--- config.mk ---
export PLATFORM = sky130hd
export DESIGN_NAME = upti_ctrl
export DESIGN_NICKNAME = d
export VERILOG_FILES = /design/src/upti_pkg.sv /design/src/upti_ctrl.sv
export SDC_FILE = /design/constraint.sdc
export NUM_CORES = 1
export LEC_CHECK = 0
export ABC_AREA = 1
export BUFFER_PORTS_ARGS = -buffer_cell sky130_fd_sc_hd__buf_2
export CAP_MARGIN = 40
export CELL_PAD_IN_SITES_DETAIL_PLACEMENT = 1
export CELL_PAD_IN_SITES_GLOBAL_PLACEMENT = 2
export CORE_MARGIN = 3
export CORE_UTILIZATION = 24
export CTS_CLUSTER_DIAMETER = 80
export DETAILED_ROUTE_END_ITERATION = 16
export GPL_ROUTABILITY_DRIVEN = 0
export GPL_TIMING_DRIVEN = 0
export PLACE_DENSITY = 0.88
export SYNTH_ARGS = -nofsm -noshare
export SYNTH_HDL_FRONTEND = slang
export SYNTH_SLANG_ARGS = --single-unit
--- constraint.sdc ---
create_clock -name i_clk -period 2 [get_ports i_clk]
set_clock_uncertainty 0.1 [all_clocks]
set_input_delay 0.2 -clock i_clk [delete_from_list [all_inputs] [get_ports i_clk]]
set_output_delay 0.2 -clock i_clk [all_outputs]
set_load 0.01 [all_outputs]
--- src/upti_pkg.sv ---
// Shared types and constants for the partitioned table insert unit.
// No dependencies; every other file in src uses this package by scoped names.
package upti_pkg;

    localparam int CAPACITY = 256;
    localparam int ADDR_W   = $clog2(CAPACITY);
    localparam int CNT_W    = ADDR_W + 1;

    localparam int SITE_W   = 20;
    localparam int KIND_W   = 16;
    localparam int CFG_W    = 21;
    localparam int SLOT_W   = 8;

    localparam logic [CFG_W-1:0] SITE_COUNT_RST = 21'h100000;

    typedef enum logic [1:0] {
        ST_OK      = 2'd0,
        ST_INVALID = 2'd1,
        ST_FULL    = 2'd2,
        ST_DUP     = 2'd3
    } t_status;

    typedef struct packed {
        logic [SITE_W-1:0] site;
        logic [KIND_W-1:0] kind;
        logic              mobile;
    } t_entry;

    // Controller to datapath
    typedef struct packed {
        logic    load;
        logic    search_step;
        logic    shift_init;
        logic    shift_step;
        logic    place;
        logic    reject;
        t_status reject_code;
    } t_dp_cmd;

    // Datapath to controller
    typedef struct packed {
        logic invalid;
        logic full;
        logic dup_hit;
        logic search_done;
        logic shift_done;
    } t_dp_stat;

endpackage

--- src/upti_ctrl.sv ---
// Sequencing state machine for the insert unit: check, search, shift, place.
// Depends on upti_pkg; drives commands into upti_dp and reads its status.
module upti_ctrl (
    input  logic               i_clk,
    input  logic               i_rst_n,
    input  logic               i_in_valid,
    output logic               o_in_ready,
    input  logic               i_out_ready,
    output logic               o_out_valid,
    input  upti_pkg::t_dp_stat i_stat,
    output upti_pkg::t_dp_cmd  o_cmd
);

    typedef enum logic [4:0] {
        S_IDLE   = 5'b00001,
        S_CHECK  = 5'b00010,
        S_SEARCH = 5'b00100,
        S_SHIFT  = 5'b01000,
        S_PLACE  = 5'b10000
    } t_state;

    t_state r_state, n_state;
    logic   r_out_valid, n_out_valid;
    logic   out_free;

    assign out_free = !r_out_valid || i_out_ready;

    always_comb begin
        n_state = r_state;
        o_cmd   = '0;
        unique case (r_state)
            S_IDLE: begin
                if (i_in_valid) begin
                    o_cmd.load = 1'b1;
                    n_state    = S_CHECK;
                end
            end
            S_CHECK: begin
                if (i_stat.invalid || i_stat.full) begin
                    if (out_free) begin
                        o_cmd.reject = 1'b1;
                        if (i_stat.invalid) begin
                            o_cmd.reject_code = upti_pkg::ST_INVALID;
                        end else begin
                            o_cmd.reject_code = upti_pkg::ST_FULL;
                        end
                        n_state = S_IDLE;
                    end
                end else begin
                    n_state = S_SEARCH;
                end
            end
            S_SEARCH: begin
                if (i_stat.dup_hit) begin
                    if (out_free) begin
                        o_cmd.reject      = 1'b1;
                        o_cmd.reject_code = upti_pkg::ST_DUP;
                        n_state           = S_IDLE;
                    end
                end else if (i_stat.search_done) begin
                    o_cmd.shift_init = 1'b1;
                    n_state          = S_SHIFT;
                end else begin
                    o_cmd.search_step = 1'b1;
                end
            end
            S_SHIFT: begin
                if (i_stat.shift_done) begin
                    n_state = S_PLACE;
                end else begin
                    o_cmd.shift_step = 1'b1;
                end
            end
            S_PLACE: begin
                if (out_free) begin
                    o_cmd.place = 1'b1;
                    n_state     = S_IDLE;
                end
            end
            default: begin
                n_state = S_IDLE;
            end
        endcase
    end

    always_comb begin
        if (o_cmd.place || o_cmd.reject) begin
            n_out_valid = 1'b1;
        end else if (i_out_ready) begin
            n_out_valid = 1'b0;
        end else begin
            n_out_valid = r_out_valid;
        end
    end

    always_ff @(posedge i_clk) begin
        if (!i_rst_n) begin
            r_state     <= S_IDLE;
            r_out_valid <= 1'b0;
        end else begin
            r_state     <= n_state;
            r_out_valid <= n_out_valid;
        end
    end

    assign o_in_ready  = (r_state == S_IDLE);
    assign o_out_valid = r_out_valid;

endmodule

After elaboration in Yosys (flattened, before gate mapping)
Index checks and enable logic that the tools add are counted.
{ "classes": {"eq_ne": 8, "muxes": 25, "reduce_logical": 6} }
{ "op_table": {"columns": ["operator", "count"], "rows": [
  ["two-way mux 5 bit", 6],
  ["case mux 5 bit (5 select lines)", 1],
  ["two-way mux 3 bit", 4],
  ["two-way mux 1 bit", 10],
  ["two-way mux 2 bit", 3],
  ["case mux 3 bit (2 select lines)", 1],
  ["equality test 5 x 1 -> 1 bit, second input constant", 1],
  ["equality test 5 x 2 -> 1 bit, second input constant", 1],
  ["equality test 5 x 3 -> 1 bit, second input constant", 1],
  ["equality test 5 x 4 -> 1 bit, second input constant", 1],
  ["equality test 5 bit, second input constant", 1],
  ["!= test 2 bit, second input constant", 2],
  ["logical OR 1 bit", 3],
  ["!= test 3 bit, second input constant", 1],
  ["AND reduction 3 bit", 1],
  ["nonzero test 2 bit", 1],
  ["zero test 1 bit", 1]
]} }
{ "word_totals": {"register_bits": 6, "inputBits": 9, "word_cells": 41} }

Depth between registers and ports, before layout
{ "logic_depth": {"depth_word": 7, "mapped_depth": 8, "mapped_depth_nobuf": 8} }

Least setup slack after synthesis
OpenSTA, ideal clock, no wires.
{ "synth_path": {"kind": "register to output", "start": "reg r_state[4]", "end": "out o_cmd[1] (netlist name)", "arrival_ps": 1036, "required_time_ps": 1700, "slack_ps": 664, "path_stages_with_launch": 6, "n_path_buf": 0, "cell_sequence": "dfxtp_1 > inv_1 > nand2_1 > nor2_4 > nand2_2 > o21ai_0"} }
{ "synth_lines": {"columns": ["item", "line_no", "source"], "rows": [
  ["start: declaration", "upti_ctrl.sv:22", "t_state r_state, n_state;"],
  ["start signal: assignment", "upti_ctrl.sv:101", "r_state <= n_state;"],
  ["end: declaration", "upti_ctrl.sv:11", "output upti_pkg::t_dp_cmd o_cmd"]
]} }

==> run metrics <==
Final Cycle Share=0.853; die area=2660 um^2; DRT Pass-1 Iters=2; H-Tree Depth=1; Max clock buf depth=2; worst rel slew slack=0.752; hold buffers post-CTS=0; YS warnings=0; Post-Place Setup Slack=534 ps; core area=1840 um^2; critical path startpoint=r_state[4]; CTS Buf Count=3; Post-synth ARST share=0; Mapped Nets=94; worst-skew pair later-pin latency=250 ps; antenna cells=0; Final Cell Area=643 um^2; status=completed; pwr dens=593 nW/um^2; Via Count=571; Most used DFF post-synth=dfxtp_1; P&R area growth vs syn=28.8%; min setup slack post-route=294 ps; Setup TNS=0 ps; CTS tree=done; leading area contributor after synthesis=dfxtp_1; critical path's largest stage delay=300 ps; crit path DAT=1410 ps; synthesized flop and latch total=6; RR Startpoint=o_out_valid; root buffer cell=clkbuf_4; Max Clk Rate=586 MHz; Routed Antenna Nets=0; HPWL after DPL=1180 um; final net count=117; number of DRC markers in iteration 0=2; Vias/cell=4.36; post-route minimum period=1710 ps; final slew viol count=0; Remaining DRCs=0; first-pass GRT wire length=2390 um; clk sinks=6; most common cell in the netlist=nor2_1; Worst Hold Class=primary input to flip-flop; final setup fails=0; post-cts resize count=0; share of layout cells above drive strength 1=0.311; Slowest cell on crit path=dfxtp_1; chip height=51.6 um; Worst-path clk slew=50 ps; Mean Syn Cell Area=5.87 um^2; Congestion Overflow GR=0; Crit path max-delay family=simple AND/OR/NAND/NOR gates; Area contributors post-synth=dfxtp_1, nor2_1, nand2_1, inv_1, nor2_4; final hold vios=0; PortBufs=18; largest net degree at the start of global routing=8; vias in the first global route=581; Finished Layout Cells=131; drt wl/cell=10.0 um; Syn Std Cell Area=499 um^2; HP Start=i_rst_n; Static Leak=0.370 nW; Die W=51.6 um; placed cell count=128; initial antenna violation count=0; CP required=1700 ps; crit-path cells=inv_1 > nand2_1 > nor2_4 > nand2_2 > o21ai_0 > buf_2; GR Util All Layers=0.116; Crit Path Max Fanout=7; peak supply drop=0.340 mV; Yosys top cell area share=0.241; WP buf/inv=2; critical path class=flip-flop to output pin; Netlist cell types=15; row cnt=15; RSZ-0062 raised after global routing=false; max cap viols=0; Post-synth EDFFs=0; Synth top cells by count=nor2_1, nand2_1, inv_1; Worst Setup End Kind=output pin; Startpoint Class=flip-flop; Post-Syn Instances=85; I/O pins=19; cell area after placement=621 um^2; Post-Route WL=1310 um; sequential share of the synthesized area=0.241; Initial Util=0.271; worst-margin pin slew=371 ps; postcts setup bufs=0
[cells by family (layout without fill, tap and decap cells)]
| kind of cell | count (synthesis) | in the layout | share of synthesized area |
|---|---|---|---|
| AND/OR/NAND/NOR | 59 | 59 | 0.594 |
| buffers and inverters | 17 | 38 | 0.128 |
| AO/OA/AOI/OAI | 3 | 3 | 0.0376 |
| flip-flops | 6 | 6 | 0.241 |
[state kept, by name, indices dropped and copies added (netlist names)]
name,count
o_out_valid,1
r_state,5
[per-layer routing]
metal | wire, um | part of all wire | global-route usage
met1 | 647 | 0.49 | 0.158
met4 | 0 | 0 | 0
met2 | 573 | 0.44 | 0.180
met3 | 92 | 0.070 | 0.0516
met5 | 0 | 0 | 0
[where the power goes]
part           switching [W]  internal, W
sequential         0.0000106     0.000129
clock              0.0000450    0.0000680
combinational      0.0000807    0.0000475
[cell type report]
cell class                      count  area (um^2)
Inverter                           17         63.8
Timing Repair Buffer               18         90.1
Fill cell                         273         1200
Sequential cell                     6          120
Tap cell                           25         31.3
Clock buffer                        3         22.5
Multi-Input combinational cell     62          315
[final timing paths]
check                              endpoint  slack, ps  depth (start not counted)
worst min-delay path            o_out_valid        100                          3
worst max-delay path               o_cmd[1]        290                          6
worst min register to register  o_out_valid        560                          4
worst max register to register   r_state[0]        700                          7
[cell usage in the layout, fill, tap and decap left out, types with 3 or more instances in the layout]
master / synthesis / final
dfxtp_1: 6 / 6
nand2_2: 3 / 3
inv_1: 17 / 17
nand2_1: 19 / 19
nand3_1: 6 / 6
nor2_4: 4 / 4
nand4_1: 3 / 3
clkbuf_4: 0 / 3
buf_2: 0 / 18
nor2_1: 20 / 20
[stage by stage]
stage           util  power (W)  hold slack (ps)
2_1_floorplan      -   0.000232              192
3_3_place_gp   0.337   0.000268              356
3_5_place_dp   0.337   0.000273              352
4_1_cts        0.350   0.000389             94.8
5_1_grt        0.350   0.000411              123
6_report       0.350   0.000381             96.1
[worst reg2reg max path: stages, from the launching register on]
cell and delay (ps):
dfxtp_1 340, inv_1 40, nor2_1 290, nor2_1 90
nand2_2 120, nand2_4 60, nor2_2 90, nand3_2 60
Note: power is estimated with default switching activity, not from simulation.
